File: src/sv/bop_pkg.sv
package bop_pkg;

  localparam int DEF_MAX_HORIZON = 63;
  localparam int DEF_FRAC_BITS   = 16;

  localparam int ADDR_W   = 5;
  localparam int DATA_W   = 32;
  localparam int STEP_W   = 6;
  localparam int TIME_W   = 16;
  localparam int GAIN_W   = 24;
  localparam int WORD_W   = 32;
  localparam int MUL_A_W  = WORD_W + 1;
  localparam int MUL_B_W  = GAIN_W;
  localparam int PROD_W   = MUL_A_W + MUL_B_W + 1;
  localparam int S_DATA_W = 160;
  localparam int M_DATA_W = 104;

  localparam logic [TIME_W-1:0] RST_FINE_STEP_TIME   = 16'd655;
  localparam logic [TIME_W-1:0] RST_COARSE_STEP_TIME = 16'd3277;
  localparam logic [STEP_W-1:0] RST_FINE_STEPS       = 6'd10;
  localparam logic [STEP_W-1:0] RST_HORIZON          = 6'd20;
  localparam logic [GAIN_W-1:0] RST_EXPAND_GAIN      = 24'd0;

  typedef enum logic [2:0] {
    REG_FINE_STEP_TIME   = 3'd0,
    REG_COARSE_STEP_TIME = 3'd1,
    REG_FINE_STEPS       = 3'd2,
    REG_HORIZON          = 3'd3,
    REG_EXPAND_GAIN      = 3'd4,
    REG_VARIABLE_STEP    = 3'd5
  } reg_idx_t;

  typedef struct packed {
    logic [TIME_W-1:0] fine_step_time;
    logic [TIME_W-1:0] coarse_step_time;
    logic [STEP_W-1:0] fine_steps;
    logic [STEP_W-1:0] horizon;
    logic [GAIN_W-1:0] expand_gain;
    logic              variable_step;
  } cfg_t;

  typedef enum logic [2:0] {
    S_IDLE,
    S_EXPMUL,
    S_EXP,
    S_MUL,
    S_ADV
  } state_t;

endpackage

File: src/sv/bop_cfg.sv
module bop_cfg (
  input  logic                        clk,
  input  logic                        rst,
  input  logic                        psel,
  input  logic                        penable,
  input  logic                        pwrite,
  input  logic [bop_pkg::ADDR_W-1:0]  paddr,
  input  logic [bop_pkg::DATA_W-1:0]  pwdata,
  output logic [bop_pkg::DATA_W-1:0]  prdata,
  output logic                        pready,
  output bop_pkg::cfg_t               cfg
);
  import bop_pkg::*;

  logic     wr;
  reg_idx_t idx;

  assign pready = 1'b1;
  assign wr     = psel && penable && pwrite;
  assign idx    = reg_idx_t'(paddr[ADDR_W-1:2]);

  always_ff @(posedge clk) begin
    if (rst) begin
      cfg.fine_step_time   <= RST_FINE_STEP_TIME;
      cfg.coarse_step_time <= RST_COARSE_STEP_TIME;
      cfg.fine_steps       <= RST_FINE_STEPS;
      cfg.horizon          <= RST_HORIZON;
      cfg.expand_gain      <= RST_EXPAND_GAIN;
      cfg.variable_step    <= 1'b0;
    end else if (wr) begin
      unique case (idx)
        REG_FINE_STEP_TIME:   cfg.fine_step_time   <= pwdata[TIME_W-1:0];
        REG_COARSE_STEP_TIME: cfg.coarse_step_time <= pwdata[TIME_W-1:0];
        REG_FINE_STEPS:       cfg.fine_steps       <= pwdata[STEP_W-1:0];
        REG_HORIZON:          cfg.horizon          <= pwdata[STEP_W-1:0];
        REG_EXPAND_GAIN:      cfg.expand_gain      <= pwdata[GAIN_W-1:0];
        REG_VARIABLE_STEP:    cfg.variable_step    <= pwdata[0];
        default: ;
      endcase
    end
  end

  always_comb begin
    prdata = '0;
    unique case (idx)
      REG_FINE_STEP_TIME:   prdata = DATA_W'(cfg.fine_step_time);
      REG_COARSE_STEP_TIME: prdata = DATA_W'(cfg.coarse_step_time);
      REG_FINE_STEPS:       prdata = DATA_W'(cfg.fine_steps);
      REG_HORIZON:          prdata = DATA_W'(cfg.horizon);
      REG_EXPAND_GAIN:      prdata = DATA_W'(cfg.expand_gain);
      REG_VARIABLE_STEP:    prdata = DATA_W'(cfg.variable_step);
      default:              prdata = '0;
    endcase
  end

endmodule

File: src/sv/bop_mul.sv
module bop_mul (
  input  logic                               clk,
  input  logic                               en,
  input  logic signed [bop_pkg::MUL_A_W-1:0] a,
  input  logic        [bop_pkg::MUL_B_W-1:0] b,
  output logic signed [bop_pkg::PROD_W-1:0]  prod
);
  import bop_pkg::*;

  logic signed [MUL_B_W:0] b_s;

  assign b_s = $signed({1'b0, b});

  always_ff @(posedge clk) begin
    if (en) begin
      prod <= PROD_W'(a * b_s);
    end
  end

endmodule

File: src/sv/bounded_obstacle_predictor_unit.sv
// Channel   Dir  Payload (low bit up)
// s_axis    in   tdata: position, velocity, extent, lower_bound, upper_bound; tuser: bounds_finite
// m_axis    out  tdata: step_index, pred_position, pred_velocity, pred_extent; tlast: last
// apb       in   config registers at byte address 4*i
//
// A single shared 33x25 multiplier serves the size gain and then every step,
// one product per step, so the multiplier loop and any output stall set the rate.
// s_tready is high only while the sequencer is idle.
// A stalled m_tready holds the sequencer at its next write to the output register.
// rst is synchronous; it clears the sequencer and output valid and resets the config registers to their defaults.
module bounded_obstacle_predictor_unit #(
  parameter int MAX_HORIZON = bop_pkg::DEF_MAX_HORIZON,
  parameter int FRAC_BITS   = bop_pkg::DEF_FRAC_BITS
) (
  input  logic                          clk,
  input  logic                          rst,
  input  logic                          s_tvalid,
  output logic                          s_tready,
  input  logic [bop_pkg::S_DATA_W-1:0]  s_tdata,   // position, velocity, extent, lower, upper
  input  logic                          s_tuser,   // bounds_finite
  output logic                          m_tvalid,
  input  logic                          m_tready,
  output logic [bop_pkg::M_DATA_W-1:0]  m_tdata,   // step_index, position, velocity, extent
  output logic                          m_tlast,
  input  logic                          psel,
  input  logic                          penable,
  input  logic                          pwrite,
  input  logic [bop_pkg::ADDR_W-1:0]    paddr,
  input  logic [bop_pkg::DATA_W-1:0]    pwdata,
  output logic [bop_pkg::DATA_W-1:0]    prdata,
  output logic                          pready
);
  import bop_pkg::*;

  localparam logic signed [WORD_W-1:0] SMAX = {1'b0, {(WORD_W-1){1'b1}}};
  localparam logic signed [WORD_W-1:0] SMIN = {1'b1, {(WORD_W-1){1'b0}}};
  localparam logic [STEP_W-1:0]        HZ_MAX = STEP_W'(MAX_HORIZON);

  cfg_t   cfg;
  state_t state, state_next;

  logic signed [WORD_W-1:0] pos, vel, lo, hi;
  logic        [WORD_W-1:0] ext;
  logic                     finite;
  logic        [STEP_W-1:0] hz, k;

  logic                      mul_en;
  logic signed [MUL_A_W-1:0] mul_a;
  logic        [MUL_B_W-1:0] mul_b;
  logic signed [PROD_W-1:0]  prod;

  logic                      out_free, out_load, in_acc;
  logic signed [MUL_A_W-1:0] vel_x, mag;
  logic        [TIME_W-1:0]  dt;
  logic        [PROD_W-1:0]  ext_sum;
  logic        [WORD_W-1:0]  ext_sat;
  logic signed [PROD_W:0]    pos_sum;
  logic signed [WORD_W-1:0]  pos_sat, pos_new, vel_new;

  logic [STEP_W-1:0] o_step;
  logic [WORD_W-1:0] o_pos, o_vel, o_ext;

  bop_cfg u_cfg (
    .clk(clk), .rst(rst), .psel(psel), .penable(penable), .pwrite(pwrite),
    .paddr(paddr), .pwdata(pwdata), .prdata(prdata), .pready(pready), .cfg(cfg)
  );

  bop_mul u_mul (.clk(clk), .en(mul_en), .a(mul_a), .b(mul_b), .prod(prod));

  assign s_tready = (state == S_IDLE);
  assign in_acc   = s_tvalid && s_tready;
  assign out_free = !m_tvalid || m_tready;

  assign vel_x = MUL_A_W'(vel);
  assign mag   = vel_x[MUL_A_W-1] ? -vel_x : vel_x;
  assign dt    = (!cfg.variable_step || k <= cfg.fine_steps) ? cfg.fine_step_time
                                                             : cfg.coarse_step_time;

  assign ext_sum = PROD_W'(ext) + (prod >> FRAC_BITS);
  assign ext_sat = (ext_sum[PROD_W-1:WORD_W] != '0) ? '1 : ext_sum[WORD_W-1:0];

  assign pos_sum = (PROD_W+1)'(pos) + (PROD_W+1)'(prod >>> FRAC_BITS);
  assign pos_sat = (pos_sum > (PROD_W+1)'(SMAX)) ? SMAX :
                   (pos_sum < (PROD_W+1)'(SMIN)) ? SMIN : pos_sum[WORD_W-1:0];

  always_comb begin
    pos_new = pos_sat;
    vel_new = vel;
    if (finite && hi >= lo) begin
      if (hi == lo) begin
        pos_new = lo;
        vel_new = '0;
      end else if (pos_sat < lo) begin
        pos_new = lo;
        if (vel < 0) vel_new = (vel == SMIN) ? SMAX : -vel;
      end else if (pos_sat > hi) begin
        pos_new = hi;
        if (vel > 0) vel_new = -vel;
      end
    end
  end

  always_ff @(posedge clk) begin
    if (rst) state <= S_IDLE;
    else     state <= state_next;
  end

  always_comb begin
    state_next = state;
    mul_en     = 1'b0;
    mul_a      = mag;
    mul_b      = cfg.expand_gain;
    out_load   = 1'b0;
    unique case (state)
      S_IDLE: begin
        if (in_acc) state_next = S_EXPMUL;
      end
      S_EXPMUL: begin
        mul_en     = 1'b1;
        state_next = S_EXP;
      end
      S_EXP: begin
        if (out_free) begin
          out_load   = 1'b1;
          state_next = (hz == '0) ? S_IDLE : S_MUL;
        end
      end
      S_MUL: begin
        mul_en     = 1'b1;
        mul_a      = vel_x;
        mul_b      = MUL_B_W'(dt);
        state_next = S_ADV;
      end
      S_ADV: begin
        if (out_free) begin
          out_load   = 1'b1;
          state_next = (k == hz) ? S_IDLE : S_MUL;
        end
      end
      default: state_next = S_IDLE;
    endcase
  end

  always_ff @(posedge clk) begin
    if (in_acc) begin
      pos    <= s_tdata[31:0];
      vel    <= s_tdata[63:32];
      ext    <= s_tdata[95:64];
      lo     <= s_tdata[127:96];
      hi     <= s_tdata[159:128];
      finite <= s_tuser;
      hz     <= (cfg.horizon > HZ_MAX) ? HZ_MAX : cfg.horizon;
      k      <= '0;
    end
    if (state == S_EXP && out_free) begin
      ext <= ext_sat;
      k   <= STEP_W'(1);
    end
    if (state == S_ADV && out_free) begin
      pos <= pos_new;
      vel <= vel_new;
      k   <= k + STEP_W'(1);
    end
  end

  always_ff @(posedge clk) begin
    if (rst) begin
      m_tvalid <= 1'b0;
    end else if (out_load) begin
      m_tvalid <= 1'b1;
    end else if (m_tready) begin
      m_tvalid <= 1'b0;
    end
  end

  always_ff @(posedge clk) begin
    if (out_load) begin
      o_step  <= k;
      m_tlast <= (k == hz);
      if (state == S_EXP) begin
        o_pos <= pos;
        o_vel <= vel;
        o_ext <= ext_sat;
      end else begin
        o_pos <= pos_new;
        o_vel <= vel_new;
        o_ext <= ext;
      end
    end
  end

  assign m_tdata = {2'b00, o_ext, o_vel, o_pos, o_step};

`ifndef SYNTHESIS
  a_load_free: assert property (@(posedge clk) disable iff (rst)
    out_load |-> (!m_tvalid || m_tready))
    else $error("output register overwritten while a beat is pending");

  a_start: assert property (@(posedge clk) disable iff (rst)
    in_acc |=> (state == S_EXPMUL))
    else $error("accepted item did not start the sequencer");

  a_step_range: assert property (@(posedge clk) disable iff (rst)
    (state == S_ADV) |-> (k != '0 && k <= hz))
    else $error("step counter out of range");

  a_last_end: assert property (@(posedge clk) disable iff (rst)
    (out_load && k == hz) |=> (state == S_IDLE))
    else $error("sequencer ran past the final step");
`endif

endmodule
File: config.mk
export PLATFORM = sky130hd
export DESIGN_NAME = bounded_obstacle_predictor_unit
export DESIGN_NICKNAME = d
export VERILOG_FILES = /design/src/sv/bop_pkg.sv /design/src/sv/bop_cfg.sv /design/src/sv/bop_mul.sv /design/src/sv/bounded_obstacle_predictor_unit.sv
export SDC_FILE = /design/constraint.sdc
export NUM_CORES = 2
export LEC_CHECK = 0
export BUFFER_PORTS_ARGS = -buffer_cell sky130_fd_sc_hd__buf_2
export CAP_MARGIN = 20
export CORE_AREA = 3 3 372 374
export DETAILED_ROUTE_END_ITERATION = 6
export DIE_AREA = 0 0 375 377
export PLACE_DENSITY = 0.55
export SYNTH_ARGS = -nofsm -noshare
export SYNTH_HDL_FRONTEND = slang
export SYNTH_SLANG_ARGS = --single-unit
File: constraint.sdc
create_clock -name clk -period 27.2 [get_ports clk]
set_input_delay 1.36 -clock clk [delete_from_list [all_inputs] [get_ports clk]]
set_output_delay 1.36 -clock clk [all_outputs]
set_load 0.03 [all_outputs]
==> implementation parameters <==
Parameter                              Value

Die
  Die Wd ... 375 microns
  Placement Rows ... 135
  Core Box Area ... 0.135 sq mm
  Starting utilization of the core area ... 0.389
  I/O pin count ... 345
  Die Span Y ... 377 microns
  Area enclosed by the die boundary ... 0.141 sq mm

Routing
  Total detailed-routing wirelength ... 185 mm
  Total DRC errors in the routed layout ... 0
  Via density per instance ... 5.45
  Count of antenna-violating nets left after detailed routing ... 0
  Detailed-router iteration count before antenna repair ... 6
  Vias after detailed routing ... 43.0k
  Final routed wire length divided by cell count ... 23.5 microns
  Iter 0 DRT Violations ... 3527

Setup path
  Critical path fanouts, max ... 18
  Endpoint of the worst-slack reg-to-reg timing path ... u_mul.prod[52]$_DFFE_PP_
  Cell family contributing the most delay on the critical path ... adder cells
  Cell mode on critical path ... fa_1
  Type of destination of the critical path ... flop
  Number of buffer and inverter stages on the critical path ... 7
  Reg2reg setup slack ... 14.15 ns
  Arrival time reported for the critical path endpoint ... 13.42 ns
  CP max stage cell ... nor4_1
  Delay contributed by the slowest stage of the critical path ... 0.96 ns
  Startpoint Class ... flop
  Origin of the critical flop-to-flop path ... vel[0]$_DFFE_PP_
  Setup CP Type ... reg2reg
  Depth of the worst register-to-register path ... 38
  Data required time at the worst endpoint ... 27.58 ns

CTS
  Skew-Pair Late Insertion Delay ... 0.64 ns
  Total CTS buffers ... 45
  Deepest level of the CTS H-tree ... 2
  TritonCTS clock tree ... yes
  Clock transition at the registers of the reported paths ... 0.06 ns
  Buffer type at the clock tree root ... clkbuf_16
  Post_cts resized ... 0
  Worst-case clock buffer depth ... 3
  Setup Fix Bufs, Post-CTS ... 0
  CTS sink cnt ... 391
  Number of buffers inserted by hold repair at cts ... 0

Synth
  Most common flop cell mapped by yosys ... edfxtp_1
  Ranking of synthesized cells by area ... fa_1 (31%), edfxtp_1 (18%), ha_1 (7.9%)
  Count of flip-flops with a built-in enable after synthesis ... 318
  Cell Area, Synth ... 0.0526 sq mm
  Sequential element share of the synthesized area ... 0.209
  Cell count after synthesis ... 5860
  Flip-flop and latch count after synthesis ... 391
  Post-synthesis average cell area ... 8.98 sq um
  Share of synthesized registers carrying an async set or reset ... 0
  Yosys top cell area share ... 0.308
  Library cells used by synthesis ... 89
  Library cell with the largest summed area after synthesis ... fa_1
  Yosys Warn Count ... 0

Layout
  Final #Nets ... 7411
  Syn-to-layout area delta ... 10.4%
  Layout cell share with drive strength beyond 1 ... 0.102
  Most frequent standard cell in the layout excluding fill and tap cells ... inv_1
  Number of filler instances in the final layout ... 13.4k
  Core utilization of the finished layout ... 0.429
  Leading cell types in the layout, fill and taps excluded ... inv_1 (1015), fa_1 (810), nor2_1 (710), nand2_1 (663), ha_1 (333)

Worst hold path
  Class of the tightest hold or removal check ... reg2reg
  Hold path endpoint ... hz[1]$_SDFFCE_PN1P_
  Cell depth of the worst min-delay path ... 0
  Hold Startpoint ... u_cfg.cfg[26]$_SDFFE_PP0P_

Place
  Hpwl dp ... 146 mm
  Input/output buffers ... 323
  Worst slack at placement ... 14.46 ns
  Weighted congestion reported at the end of routability-driven placement ... 0.964

STA
  Setup repair after global routing missed its margin ... false
  Hold slack ... 0.462 ns
  Endpoints failing setup ... 0
  Post-route clock period utilization ... 0.480
  Setup TNS ... 0 ns
  Number of hold-slack violations in the final timing report ... 0
  Max transition margin ... 0.198
  Worst clock skew on the final layout ... 0.0408 ns
  Worst-case setup margin in the final layout ... 14.15 ns
  Fin. max-slew vios ... 0
  Maximum clock rate ... 76.6 MHz
  Period minus WS final ... 13.05 ns
  Actual slew at the worst max-slew pin ... 1.20 ns

Global routing
  Pin count of the biggest net entering global routing ... 78
  Overflow left after global routing ... 0
  Global-route wire length before repair ... 276 mm
  Number of antenna violations at the first check in global routing ... 6
  GRT Resource Usage Total ... 0.261
  Number of global-route vias before repair ... 44.1k

Pwr
  Pwr dens ... 91.3 mW/mm^2
  Reported leakage power ... 26.8 nW
  Peak ir drop on the vdd network ... 0.0673 mV

Job
  Maxcap violations ... 0

Outcome
  Outcome ... finished, final reports clean
==> cell families (layout without fill, tap and decap cells) <==
kind of cell               count (synthesis)  after routing  synth area share
and+or+nand+nor                         1780           1780             0.147
buffers and inverters                   1324           1536            0.0958
adders and majority gates               1144           1144             0.387
AOI/OAI and AO/OA                        978            978             0.119
DFF                                      391            391             0.209
xor gates and xnor gates                 177            177            0.0295
muxes                                     64             64            0.0125
other                                      2             32          0.000143
==> per-layer routing <==
metal,global-route usage,up-vias,wire (microns),share of wire
met1,0.337,21600,75700,0.41
met4,0.102,0,8630,0.047
met5,0,-,0,0
li1,-,19300,-,-
met2,0.429,1773,85200,0.46
met3,0.0559,358,16000,0.086
==> through the flow <==
stage	instances	power [mW]	cell area, sq um
after floorplan	5886	3.33	52700
after global placement	7792	4.58	56500
after detailed placement	7795	4.61	56600
after CTS	7877	5.27	58100
after global routing	7880	5.67	58100
final	7883	5.30	58100
==> worst reg2reg max path: cells and delay by family (launching register included) <==
kind            cells  cell delay, ns
compound gates     12            3.22
xor+xnor            2            0.33
fa+ha+maj           9            4.31
buf+inv             7            1.04
flops               1            0.79
simple gates        8            3.13
==> cells in the mapped netlist, drive strengths merged (41+ instances only) <==
cell and n:
mux2i 49, xnor2 113, nand3 47, inv 1016, o21ai 220, nand4 44, a211oi 47, a21o 116
ha 333, a21oi 242, nor3 57, dfxtp 73, nor2 714, o22ai 94, buf 47, fa 810
nand2 667, clkbuf 260, o21a 41, edfxtp 318, xor2 64
==> worst max path at each step <==
| stage | slack, ns | end | startpoint | cells past startpoint |
|---|---|---|---|---|
| CTS | 14.45 | u_mul.prod[52]$_DFFE_PP_ | vel[0]$_DFFE_PP_ | 38 |
| floorplan | 16.77 | u_mul.prod[57]$_DFFE_PP_ | vel[2]$_DFFE_PP_ | 40 |
| detailed placement | 14.46 | u_mul.prod[52]$_DFFE_PP_ | vel[0]$_DFFE_PP_ | 38 |
| global route | 13.72 | u_mul.prod[52]$_DFFE_PP_ | vel[0]$_DFFE_PP_ | 38 |
| finish | 14.15 | u_mul.prod[52]$_DFFE_PP_ | vel[0]$_DFFE_PP_ | 38 |
| global placement | 14.43 | u_mul.prod[52]$_DFFE_PP_ | vel[0]$_DFFE_PP_ | 38 |
==> flip-flops by register name (all words and copies together), names as in the netlist <==
register,cells
lo,32
o_vel,32
u_mul.prod,42
m_tvalid,1
hz,6
pos,32
o_step,6
o_pos,32
u_cfg.cfg,69
vel,32
ext,32
finite,1
k,6
state,3
o_ext,32
hi,32
m_tlast,1
==> report_power, final <==
part | switching (mW) | internal (mW) | total [mW]
Sequential | 0.201 | 0.939 | 1.14
Clock | 0.269 | 0.364 | 0.633
Combinational | 2.36 | 1.17 | 3.53
==> area by class of cell <==
type                    instances  area (sq um)  area share
multi-input cells            4171         37000       0.638
flip-flops and latches        391         11000       0.190
inverters                    1017          3820      0.0657
repair buffers                437          2480      0.0427
well taps                    1781          2230      0.0384
clock buffers                  52          1150      0.0198
clock inverters                30           357     0.00614
diodes                          4          10.0    0.000172
Note: power is estimated with default switching activity, not from simulation.
